--- src/design/point_set_radial_distance_stats_assert.svh ---
// Assertion macros shared by the radial distance statistics RTL.
// Plain text macros; no dependencies.
`ifndef POINT_SET_RADIAL_DISTANCE_STATS_ASSERT_SVH
`define POINT_SET_RADIAL_DISTANCE_STATS_ASSERT_SVH

// Same-cycle implication, disabled while reset is asserted.
`define PSRD_ASSERT_IMP(label, clk, rst_n, ante, cons, msg) \
  label: assert property (@(posedge clk) disable iff (!rst_n) (ante) |-> (cons)) \
    else $error(msg);

// Next-cycle implication, disabled while reset is asserted.
`define PSRD_ASSERT_NEXT(label, clk, rst_n, ante, cons, msg) \
  label: assert property (@(posedge clk) disable iff (!rst_n) (ante) |=> (cons)) \
    else $error(msg);

`endif

--- src/design/psrd_pkg.sv ---
// Shared widths, types and codes for the radial distance statistics block.
// No dependencies.
package psrd_pkg;

  localparam int unsigned COORD_W    = 24;
  localparam int unsigned MAX_POINTS = 1024;
  localparam int unsigned NUM_SQ     = 3;

  localparam int unsigned DIFF_W     = COORD_W + 1;
  localparam int unsigned RAD_W      = 2 * DIFF_W;
  localparam int unsigned DIST_W     = RAD_W / 2;
  localparam int unsigned SQRT_REM_W = DIST_W + 2;
  localparam int unsigned CNT_W      = $clog2(MAX_POINTS + 1);
  localparam int unsigned SUM_W      = DIST_W + $clog2(MAX_POINTS);
  localparam int unsigned STEP_W     = $clog2(SUM_W + 1);
  localparam int unsigned SQ_SEL_W   = $clog2(NUM_SQ);

  localparam int unsigned APB_DW     = 32;
  localparam int unsigned APB_AW     = $clog2(4 * NUM_SQ);
  localparam int unsigned REG_IDX_W  = APB_AW - 2;

  localparam logic [REG_IDX_W-1:0] REG_CENTER_X = REG_IDX_W'(0);
  localparam logic [REG_IDX_W-1:0] REG_CENTER_Y = REG_IDX_W'(1);
  localparam logic [REG_IDX_W-1:0] REG_CENTER_Z = REG_IDX_W'(2);

  typedef enum logic [2:0] {
    ST_IDLE,
    ST_SQUARE,
    ST_SQRT,
    ST_UPDATE,
    ST_DIVIDE,
    ST_DONE
  } psrd_state_e;

  typedef struct packed {
    logic signed [COORD_W-1:0] cx;
    logic signed [COORD_W-1:0] cy;
    logic signed [COORD_W-1:0] cz;
  } cfg_t;

  typedef struct packed {
    logic                capture;
    logic                sq_en;
    logic [SQ_SEL_W-1:0] sq_sel;
    logic                sq_acc;
    logic                sqrt_step;
    logic                update;
    logic                div_init;
    logic                div_step;
    logic                emit;
  } dp_cmd_t;

  typedef struct packed {
    logic is_last;
    logic out_free;
  } dp_stat_t;

endpackage

--- src/design/psrd_if.sv ---
// Valid/ready channels for point words in and statistics words out.
// Depends on psrd_pkg.
interface psrd_in_if;
  import psrd_pkg::*;

  logic                      valid;
  logic                      ready;
  logic signed [COORD_W-1:0] point_x;
  logic signed [COORD_W-1:0] point_y;
  logic signed [COORD_W-1:0] point_z;
  logic                      is_last;

  modport source (output valid, output point_x, output point_y, output point_z,
                  output is_last, input ready);
  modport sink (input valid, input point_x, input point_y, input point_z,
                input is_last, output ready);
endinterface

interface psrd_out_if;
  import psrd_pkg::*;

  logic              valid;
  logic              ready;
  logic [DIST_W-1:0] max_distance;
  logic [DIST_W-1:0] min_distance;
  logic [DIST_W-1:0] mean_distance;

  modport source (output valid, output max_distance, output min_distance,
                  output mean_distance, input ready);
  modport sink (input valid, input max_distance, input min_distance,
                input mean_distance, output ready);
endinterface

--- src/design/point_set_radial_distance_stats.sv ---
// Radial distance statistics: each accepted point word goes through accept,
// three squarings on one shared 25x25 multiplier plus an accumulate, 25 steps of
// the bit-pair square root and one statistics update. A point marked last then
// passes the 35-step divider that forms the mean and the loading of the output
// register. The result sits in an output register, so the next point is taken
// while a result waits; the result after it waits in the statistics registers
// until the previous one is taken. Centre registers sit at APB offsets 0x0, 0x4
// and 0x8 and should be written only while the block is idle.
// Depends on psrd_pkg, psrd_if, psrd_cfg, psrd_ctrl and psrd_dp.
module point_set_radial_distance_stats (
  input  logic                          clk_i,
  input  logic                          rst_ni,
  input  logic                          psel,
  input  logic                          penable,
  input  logic                          pwrite,
  input  logic [psrd_pkg::APB_AW-1:0]   paddr,
  input  logic [psrd_pkg::APB_DW-1:0]   pwdata,
  output logic [psrd_pkg::APB_DW-1:0]   prdata,
  output logic                          pready,
  psrd_in_if.sink                       pt_i,
  psrd_out_if.source                    res_o
);
  import psrd_pkg::*;

  cfg_t     cfg;
  dp_cmd_t  cmd;
  dp_stat_t stat;
  logic     in_ready;

  psrd_cfg u_cfg (
    .clk_i   (clk_i),
    .rst_ni  (rst_ni),
    .psel    (psel),
    .penable (penable),
    .pwrite  (pwrite),
    .paddr   (paddr),
    .pwdata  (pwdata),
    .prdata  (prdata),
    .pready  (pready),
    .cfg_o   (cfg)
  );

  psrd_ctrl u_ctrl (
    .clk_i      (clk_i),
    .rst_ni     (rst_ni),
    .in_valid_i (pt_i.valid),
    .in_ready_o (in_ready),
    .stat_i     (stat),
    .cmd_o      (cmd)
  );

  assign pt_i.ready = in_ready;

  psrd_dp u_dp (
    .clk_i     (clk_i),
    .rst_ni    (rst_ni),
    .cfg_i     (cfg),
    .point_x_i (pt_i.point_x),
    .point_y_i (pt_i.point_y),
    .point_z_i (pt_i.point_z),
    .is_last_i (pt_i.is_last),
    .cmd_i     (cmd),
    .stat_o    (stat),
    .res_o     (res_o)
  );

endmodule

--- src/design/psrd_cfg.sv ---
// APB register file holding the reference centre coordinates.
// Depends on psrd_pkg.
module psrd_cfg (
  input  logic                          clk_i,
  input  logic                          rst_ni,
  input  logic                          psel,
  input  logic                          penable,
  input  logic                          pwrite,
  input  logic [psrd_pkg::APB_AW-1:0]   paddr,
  input  logic [psrd_pkg::APB_DW-1:0]   pwdata,
  output logic [psrd_pkg::APB_DW-1:0]   prdata,
  output logic                          pready,
  output psrd_pkg::cfg_t                cfg_o
);
  import psrd_pkg::*;

  logic                      wr_en;
  logic [REG_IDX_W-1:0]      reg_idx;
  logic signed [COORD_W-1:0] cx_q, cy_q, cz_q;
  logic signed [COORD_W-1:0] rd_val;

  assign pready  = 1'b1;
  assign wr_en   = psel && penable && pwrite;
  assign reg_idx = paddr[APB_AW-1:2];

  always_ff @(posedge clk_i or negedge rst_ni) begin
    if (!rst_ni) begin
      cx_q <= '0;
      cy_q <= '0;
      cz_q <= '0;
    end else if (wr_en) begin
      case (reg_idx)
        REG_CENTER_X: cx_q <= pwdata[COORD_W-1:0];
        REG_CENTER_Y: cy_q <= pwdata[COORD_W-1:0];
        REG_CENTER_Z: cz_q <= pwdata[COORD_W-1:0];
        default: ;
      endcase
    end
  end

  always_comb begin
    case (reg_idx)
      REG_CENTER_X: rd_val = cx_q;
      REG_CENTER_Y: rd_val = cy_q;
      REG_CENTER_Z: rd_val = cz_q;
      default:      rd_val = '0;
    endcase
  end

  assign prdata = APB_DW'(rd_val);

  assign cfg_o.cx = cx_q;
  assign cfg_o.cy = cy_q;
  assign cfg_o.cz = cz_q;

endmodule

--- src/design/psrd_dp.sv ---
// Datapath: shared squarer, bit-pair square root, statistics registers,
// bit-serial divider for the mean and the output word register.
// Depends on psrd_pkg, psrd_if and the assertion macro header.
`include "point_set_radial_distance_stats_assert.svh"

module psrd_dp (
  input  logic                               clk_i,
  input  logic                               rst_ni,
  input  psrd_pkg::cfg_t                     cfg_i,
  input  logic signed [psrd_pkg::COORD_W-1:0] point_x_i,
  input  logic signed [psrd_pkg::COORD_W-1:0] point_y_i,
  input  logic signed [psrd_pkg::COORD_W-1:0] point_z_i,
  input  logic                               is_last_i,
  input  psrd_pkg::dp_cmd_t                  cmd_i,
  output psrd_pkg::dp_stat_t                 stat_o,
  psrd_out_if.source                         res_o
);
  import psrd_pkg::*;

  // per-point working registers
  logic signed [DIFF_W-1:0]  d_q [NUM_SQ];
  logic                      last_q;
  logic [RAD_W-1:0]          prod_q;
  logic [RAD_W-1:0]          acc_q;
  logic [DIST_W-1:0]         root_q;
  logic [SQRT_REM_W-1:0]     srem_q;

  // set statistics
  logic [DIST_W-1:0]         max_q, min_q;
  logic [SUM_W-1:0]          sum_q;
  logic [CNT_W-1:0]          cnt_q;

  // divider
  logic [SUM_W-1:0]          dq_q;
  logic [CNT_W-1:0]          drem_q;

  // output word
  logic                      out_valid_q;
  logic [DIST_W-1:0]         out_max_q, out_min_q, out_mean_q;

  logic signed [DIFF_W-1:0]  dx, dy, dz, d_sel;
  logic signed [RAD_W-1:0]   prod;
  logic [SQRT_REM_W+1:0]     srem_sh, trial;
  logic                      sq_ge;
  logic [SQRT_REM_W-1:0]     srem_d;
  logic [DIST_W-1:0]         root_d;
  logic                      in_range;
  logic [CNT_W:0]            drem_sh;
  logic                      dv_ge;
  logic [CNT_W-1:0]          drem_d;

  assign dx = DIFF_W'(point_x_i) - DIFF_W'(cfg_i.cx);
  assign dy = DIFF_W'(point_y_i) - DIFF_W'(cfg_i.cy);
  assign dz = DIFF_W'(point_z_i) - DIFF_W'(cfg_i.cz);

  // square of a signed difference is never negative
  assign d_sel = d_q[cmd_i.sq_sel];
  assign prod  = d_sel * d_sel;

  // one result bit per step, radicand consumed two bits at a time from the top
  assign srem_sh = {srem_q, acc_q[RAD_W-1 -: 2]};
  assign trial   = (SQRT_REM_W+2)'({root_q, 2'b01});
  assign sq_ge   = srem_sh >= trial;
  assign srem_d  = sq_ge ? SQRT_REM_W'(srem_sh - trial) : SQRT_REM_W'(srem_sh);
  assign root_d  = {root_q[DIST_W-2:0], sq_ge};

  assign in_range = cnt_q < CNT_W'(MAX_POINTS);

  // restoring division, one quotient bit per step, count never zero here
  assign drem_sh = {drem_q, dq_q[SUM_W-1]};
  assign dv_ge   = drem_sh >= {1'b0, cnt_q};
  assign drem_d  = dv_ge ? CNT_W'(drem_sh - {1'b0, cnt_q}) : CNT_W'(drem_sh);

  always_ff @(posedge clk_i or negedge rst_ni) begin
    if (!rst_ni) begin
      max_q       <= '0;
      min_q       <= '1;
      sum_q       <= '0;
      cnt_q       <= '0;
      out_valid_q <= 1'b0;
    end else begin
      if (cmd_i.emit) begin
        max_q <= '0;
        min_q <= '1;
        sum_q <= '0;
        cnt_q <= '0;
      end else if (cmd_i.update && in_range) begin
        if (root_q > max_q) begin
          max_q <= root_q;
        end
        if (root_q < min_q) begin
          min_q <= root_q;
        end
        sum_q <= sum_q + SUM_W'(root_q);
        cnt_q <= cnt_q + CNT_W'(1);
      end
      if (cmd_i.emit) begin
        out_valid_q <= 1'b1;
      end else if (res_o.ready) begin
        out_valid_q <= 1'b0;
      end
    end
  end

  always_ff @(posedge clk_i) begin
    if (cmd_i.capture) begin
      d_q[0] <= dx;
      d_q[1] <= dy;
      d_q[2] <= dz;
      last_q <= is_last_i;
    end
    if (cmd_i.sq_en) begin
      prod_q <= RAD_W'(prod);
    end
    if (cmd_i.capture) begin
      acc_q <= '0;
    end else if (cmd_i.sq_acc) begin
      acc_q <= acc_q + prod_q;
    end else if (cmd_i.sqrt_step) begin
      acc_q <= acc_q << 2;
    end
    if (cmd_i.capture) begin
      root_q <= '0;
      srem_q <= '0;
    end else if (cmd_i.sqrt_step) begin
      root_q <= root_d;
      srem_q <= srem_d;
    end
    if (cmd_i.div_init) begin
      dq_q   <= sum_q;
      drem_q <= '0;
    end else if (cmd_i.div_step) begin
      dq_q   <= {dq_q[SUM_W-2:0], dv_ge};
      drem_q <= drem_d;
    end
    if (cmd_i.emit) begin
      out_max_q  <= max_q;
      out_min_q  <= min_q;
      out_mean_q <= dq_q[DIST_W-1:0];
    end
  end

  assign stat_o.is_last  = last_q;
  assign stat_o.out_free = !out_valid_q || res_o.ready;

  assign res_o.valid         = out_valid_q;
  assign res_o.max_distance  = out_max_q;
  assign res_o.min_distance  = out_min_q;
  assign res_o.mean_distance = out_mean_q;

  `PSRD_ASSERT_IMP(a_cnt_bound, clk_i, rst_ni, 1'b1, cnt_q <= CNT_W'(MAX_POINTS), "point count beyond limit")
  `PSRD_ASSERT_NEXT(a_emit_clears, clk_i, rst_ni, cmd_i.emit, (cnt_q == '0) && out_valid_q && (max_q == '0), "set not cleared on emit")
  `PSRD_ASSERT_NEXT(a_cnt_inc, clk_i, rst_ni, cmd_i.update && !cmd_i.emit && in_range, cnt_q == $past(cnt_q) + CNT_W'(1), "count missed a point")

endmodule

--- src/design/psrd_ctrl.sv ---
// Sequencer: steps one point word through square, root and update, and the
// last point of a set through the divider and out. Depends on psrd_pkg.
`include "point_set_radial_distance_stats_assert.svh"

module psrd_ctrl (
  input  logic                clk_i,
  input  logic                rst_ni,
  input  logic                in_valid_i,
  output logic                in_ready_o,
  input  psrd_pkg::dp_stat_t  stat_i,
  output psrd_pkg::dp_cmd_t   cmd_o
);
  import psrd_pkg::*;

  psrd_state_e       state_q, state_d;
  logic [STEP_W-1:0] step_q, step_d;

  always_ff @(posedge clk_i or negedge rst_ni) begin
    if (!rst_ni) begin
      state_q <= ST_IDLE;
      step_q  <= '0;
    end else begin
      state_q <= state_d;
      step_q  <= step_d;
    end
  end

  always_comb begin
    state_d = state_q;
    step_d  = step_q + STEP_W'(1);
    case (state_q)
      ST_IDLE: begin
        step_d = '0;
        if (in_valid_i) begin
          state_d = ST_SQUARE;
        end
      end
      ST_SQUARE: begin
        if (step_q == STEP_W'(NUM_SQ)) begin
          state_d = ST_SQRT;
          step_d  = '0;
        end
      end
      ST_SQRT: begin
        if (step_q == STEP_W'(DIST_W - 1)) begin
          state_d = ST_UPDATE;
          step_d  = '0;
        end
      end
      ST_UPDATE: begin
        step_d  = '0;
        state_d = stat_i.is_last ? ST_DIVIDE : ST_IDLE;
      end
      ST_DIVIDE: begin
        if (step_q == STEP_W'(SUM_W)) begin
          state_d = ST_DONE;
          step_d  = '0;
        end
      end
      ST_DONE: begin
        step_d = '0;
        if (stat_i.out_free) begin
          state_d = ST_IDLE;
        end
      end
      default: begin
        state_d = ST_IDLE;
        step_d  = '0;
      end
    endcase
  end

  always_comb begin
    cmd_o      = '0;
    in_ready_o = 1'b0;
    case (state_q)
      ST_IDLE: begin
        in_ready_o    = 1'b1;
        cmd_o.capture = in_valid_i;
      end
      ST_SQUARE: begin
        // multiply in steps 0..2, accumulate the registered products in steps 1..3
        cmd_o.sq_en  = step_q < STEP_W'(NUM_SQ);
        cmd_o.sq_sel = cmd_o.sq_en ? step_q[SQ_SEL_W-1:0] : '0;
        cmd_o.sq_acc = step_q != '0;
      end
      ST_SQRT:   cmd_o.sqrt_step = 1'b1;
      ST_UPDATE: cmd_o.update = 1'b1;
      ST_DIVIDE: begin
        cmd_o.div_init = step_q == '0;
        cmd_o.div_step = step_q != '0;
      end
      ST_DONE:   cmd_o.emit = stat_i.out_free;
      default: ;
    endcase
  end

  `PSRD_ASSERT_IMP(a_emit_free, clk_i, rst_ni, cmd_o.emit, stat_i.out_free, "emit into a busy output register")
  `PSRD_ASSERT_IMP(a_one_op, clk_i, rst_ni, 1'b1, $onehot0({cmd_o.capture, cmd_o.sq_en, cmd_o.sqrt_step, cmd_o.update, cmd_o.div_init, cmd_o.div_step, cmd_o.emit}), "overlapping datapath commands")
  `PSRD_ASSERT_NEXT(a_accept_square, clk_i, rst_ni, in_valid_i && in_ready_o, (state_q == ST_SQUARE) && (step_q == '0), "accepted word not sequenced")

endmodule
--- src/flat_wrapper.sv ---
// flat-port wrapper written by rule: the top's interface ports become plain ports
module point_set_radial_distance_stats_flat import psrd_pkg::*;
  (clk_i, rst_ni, psel, penable, pwrite, paddr, pwdata, prdata, pready, pt_i_valid, pt_i_point_x, pt_i_point_y, pt_i_point_z, pt_i_is_last, pt_i_ready, res_o_valid, res_o_max_distance, res_o_min_distance, res_o_mean_distance, res_o_ready);
  psrd_in_if pt_i_i ();
  psrd_out_if res_o_i ();
  input  logic clk_i;
  input  logic rst_ni;
  input  logic psel;
  input  logic penable;
  input  logic pwrite;
  input  logic [psrd_pkg::APB_AW-1:0] paddr;
  input  logic [psrd_pkg::APB_DW-1:0] pwdata;
  output logic [psrd_pkg::APB_DW-1:0] prdata;
  output logic pready;
  input wire logic [$bits(pt_i_i.valid)-1:0] pt_i_valid;
  input wire logic [$bits(pt_i_i.point_x)-1:0] pt_i_point_x;
  input wire logic [$bits(pt_i_i.point_y)-1:0] pt_i_point_y;
  input wire logic [$bits(pt_i_i.point_z)-1:0] pt_i_point_z;
  input wire logic [$bits(pt_i_i.is_last)-1:0] pt_i_is_last;
  output wire logic [$bits(pt_i_i.ready)-1:0] pt_i_ready;
  output wire logic [$bits(res_o_i.valid)-1:0] res_o_valid;
  output wire logic [$bits(res_o_i.max_distance)-1:0] res_o_max_distance;
  output wire logic [$bits(res_o_i.min_distance)-1:0] res_o_min_distance;
  output wire logic [$bits(res_o_i.mean_distance)-1:0] res_o_mean_distance;
  input wire logic [$bits(res_o_i.ready)-1:0] res_o_ready;
  assign pt_i_i.valid = pt_i_valid;
  assign pt_i_i.point_x = pt_i_point_x;
  assign pt_i_i.point_y = pt_i_point_y;
  assign pt_i_i.point_z = pt_i_point_z;
  assign pt_i_i.is_last = pt_i_is_last;
  assign pt_i_ready = pt_i_i.ready;
  assign res_o_valid = res_o_i.valid;
  assign res_o_max_distance = res_o_i.max_distance;
  assign res_o_min_distance = res_o_i.min_distance;
  assign res_o_mean_distance = res_o_i.mean_distance;
  assign res_o_i.ready = res_o_ready;
  point_set_radial_distance_stats u_core (.clk_i(clk_i), .rst_ni(rst_ni), .psel(psel), .penable(penable), .pwrite(pwrite), .paddr(paddr), .pwdata(pwdata), .prdata(prdata), .pready(pready), .pt_i(pt_i_i), .res_o(res_o_i));
endmodule
--- config.mk ---
export PLATFORM = sky130hd
export DESIGN_NAME = point_set_radial_distance_stats_flat
export DESIGN_NICKNAME = d
export VERILOG_FILES = /design/src/design/psrd_pkg.sv /design/src/design/psrd_if.sv /design/src/design/point_set_radial_distance_stats.sv /design/src/design/psrd_cfg.sv /design/src/design/psrd_dp.sv /design/src/design/psrd_ctrl.sv /design/src/flat_wrapper.sv
export VERILOG_INCLUDE_DIRS = /design/src /design/src/design
export SDC_FILE = /design/constraint.sdc
export NUM_CORES = 2
export LEC_CHECK = 0
export ABC_AREA = 1
export ABC_CLOCK_PERIOD_IN_PS = 22400
export CORE_MARGIN = 5
export CORE_UTILIZATION = 55
export CTS_CLUSTER_DIAMETER = 60
export DETAILED_ROUTE_END_ITERATION = 7
export DONT_BUFFER_PORTS = 1
export PLACE_DENSITY = 0.7
export SLEW_MARGIN = 20
export SYNTH_ARGS = -nofsm -noshare
export SYNTH_HDL_FRONTEND = slang
export SYNTH_SLANG_ARGS = --single-unit
--- constraint.sdc ---
create_clock -name clk_i -period 22.4 [get_ports clk_i]
set_input_delay 3.36 -clock clk_i [delete_from_list [all_inputs] [get_ports clk_i]]
set_output_delay 3.36 -clock clk_i [all_outputs]
set_load 0.02 [all_outputs]
==> impl_metrics.yaml <==
floorplanning:
  ios: 226
  die_h_um: 325
  initial_utilization: 0.555
  rows: 115
  die-area_um2: 106000
  die_w_um: 325
  core_area_um2: 98600
critical_path:
  cp_max_fo: 46
  startpoint_type: "register"
  critPathCaptureType: "register"
  crit_buf_inv: 11
  r2r_cells: 34
  cp.depth: 34
  critical_path.max_stage_delay_ps: 590
  required_ps: 22880
  crit_family: "adder cells"
  crit_type: "register to register"
  critPathSlowestCell: "fa_1"
  arrival_ps: 10110
  path_common_cell: "inv_1"
synth:
  synth-main-ff-cell: "edfxtp_1"
  ys_warn_count: 0
  ys_ff_latch: 526
  yosys.area.top_type: "fa_1"
  synth-edff-count: 235
  yosysUniqueCellTypes: 60
  syn_area_per_cell_um2: 7.94
  yosysSeqAreaShare: 0.253
  synth_top_family_by_area: "adder cells"
  synth_compound_area_frac: 0.0949
  muxShareOfSynthArea: 0.000824
  synth_area_leaders: "fa_1, edfxtp_1, nand2_1, inv_1, ha_1"
  synthAdderAreaFrac: 0.312
  synth_top_area_share: 0.224
  synthXorXnorAreaFrac: 0.0256
  syn_inst: 6882
  yosys.area_share.simple: 0.199
  synth_nets: 7993
  async_flop_share: 0.338
  syn-cell-area_um2: 54700
global_route:
  grt_use_total: 0.286
  grt_pass1_vias: 44000
  overflow: 0
  grt_max_degree: 179
  antenna_found_initial: 3
  grt_pass1_wl_um: 243000
sta:
  period_minus_slack_ps: 9630
  final_hold_viol_count: 0
  post-route-period-util: 0.430
  fin_tns_setup_ps: 0
  relSlewSlack: 0.274
  max_freq_mhz: 104
  setup_viol: 0
  tightest_slew_ps: 1090
  rsz0062_at_grt: "no"
  slew_viol_final: 0
  fin_skew_ps: 77.1
drt:
  vias: 44500
  wire_per_inst_um: 18.7
  avgViaCountPerCell: 5.45
  dr.pass1.iters: 6
  totalWireLength_um: 153000
  antenna_left: 0
  drt-initial-drc-count: 3693
  route.detailed.drc: 0
place:
  dp_hpwl_um: 121000
  io_buffers: 0
  gp_routability_congestion: 0.965
run_status:
  outcome: "finished clean"
cts:
  clkLatencyLatePin_ps: 690
  cts_buffers: 58
  cts.sinks: 526
  cts_max_path_buffers: 3
  cts.repair.resized: 0
  clock-root-buffer: "clkbuf_16"
  cts_tree: "done"
  cts.hold.buffers_added: 0
  cts_setup_buffers: 0
  clk_pin_slew_ps: 70
  htreeDepth: 2
finish:
  drive_gt1_frac: 0.0391
  syn2layout_area_growth_pct: 5.97
  final_common_cell: "nand2_1"
  regArea_um2: 13800
  multi_input_area_um2: 34600
  nets: 7939
  fillCellCount: 8974
  most-common-layout-cells: "nand2_1, inv_1, nor2_1"
worst_hold_path:
  hold_depth: 0
  worstHoldPathType: "register to register"
run:
  cap_violations: 0
-- synth_stat cells, types with 10 or more instances --
master,instances
a21o_1,29
a21oi_1,360
a31oi_1,12
buf_2,45
buf_4,19
clkbuf_1,81
dfrtp_1,153
dfstp_2,25
dfxtp_1,113
edfxtp_1,235
fa_1,611
ha_1,384
inv_1,1445
inv_2,28
nand2_1,1485
nand3_1,284
nand4_1,92
nor2_1,635
nor2_2,24
nor3_1,70
nor4_1,17
o21a_1,13
o21ai_0,378
o21ai_4,11
o21bai_1,22
o221ai_1,30
o22ai_1,10
xnor2_1,46
xor2_1,114
-- through the flow --
step	hold WS [ps]	util	worst slack, ps	area [um2]	std cells
global route	417	0.588	12380	57900	8165
floorplan	420	-	14450	54700	6882
global placement	436	0.567	12930	55900	8055
CTS	406	0.588	12880	57900	8165
detailed placement	443	0.567	12840	55900	8055
finish	414	0.588	12770	57900	8168
-- cell type report --
type	count	area share
Multi-Input combinational cell	4723	0.598
Sequential cell	526	0.238
Inverter	1474	0.0956
Tap cell	1287	0.0278
Clock buffer	80	0.0277
Clock inverter	30	0.00680
Timing Repair Buffer	45	0.00605
Antenna cell	3	0.000130
-- logic make-up (layout without fill, tap and decap cells) --
| logic type | Yosys count | after routing |
|---|---|---|
| and+or+nand+nor | 2644 | 2644 |
| buffers and inverters | 1633 | 1629 |
| adders and majority gates | 995 | 995 |
| AOI/OAI and AO/OA | 919 | 919 |
| DFF | 526 | 526 |
| xor gates and xnor gates | 160 | 160 |
| muxes | 4 | 4 |
| other | 1 | 4 |
-- worst paths after layout --
path	slack [ps]	start	to
worst min register to register	410	u_core.u_dp.max_q[21]$_DFFE_PN0P_	u_core.u_dp.res_o.max_distance[21]$_DFFE_PP_
worst max-delay path	12770	u_core.u_ctrl.state_q[2]$_DFFE_PN0P_	u_core.u_dp.prod_q[38]$_DFFE_PP_
worst min-delay path	410	u_core.u_dp.max_q[21]$_DFFE_PN0P_	u_core.u_dp.res_o.max_distance[21]$_DFFE_PP_
max in group asynchronous	19580	rst_ni	u_core.u_cfg.cz_q[7]$_DFFE_PN0P_
min in group asynchronous	2370	rst_ni	u_core.u_dp.max_q[2]$_DFFE_PN0P_
worst max register to register	12770	u_core.u_ctrl.state_q[2]$_DFFE_PN0P_	u_core.u_dp.prod_q[38]$_DFFE_PP_
-- metal layers --
layer | up-vias | global-route usage | routed length [um]
met4 | 2 | 0.0795 | 5040
met5 | - | 0 | 20
met2 | 1496 | 0.475 | 71500
li1 | 21400 | - | -
met3 | 295 | 0.0486 | 10700
met1 | 21300 | 0.390 | 65600
-- sequential cells by signal, summed over array words and instances (netlist names), 27 cells and up --
signal / cells
u_core.u_dp.acc_q: 50
u_core.u_dp.d_q: 75
u_core.u_dp.dq_q: 35
u_core.u_dp.prod_q: 49
u_core.u_dp.srem_q: 27
u_core.u_dp.sum_q: 35
Power is left out: the tool's default activity adds up to more than one toggle a clock period on the data nets, which glitch-free logic cannot reach.
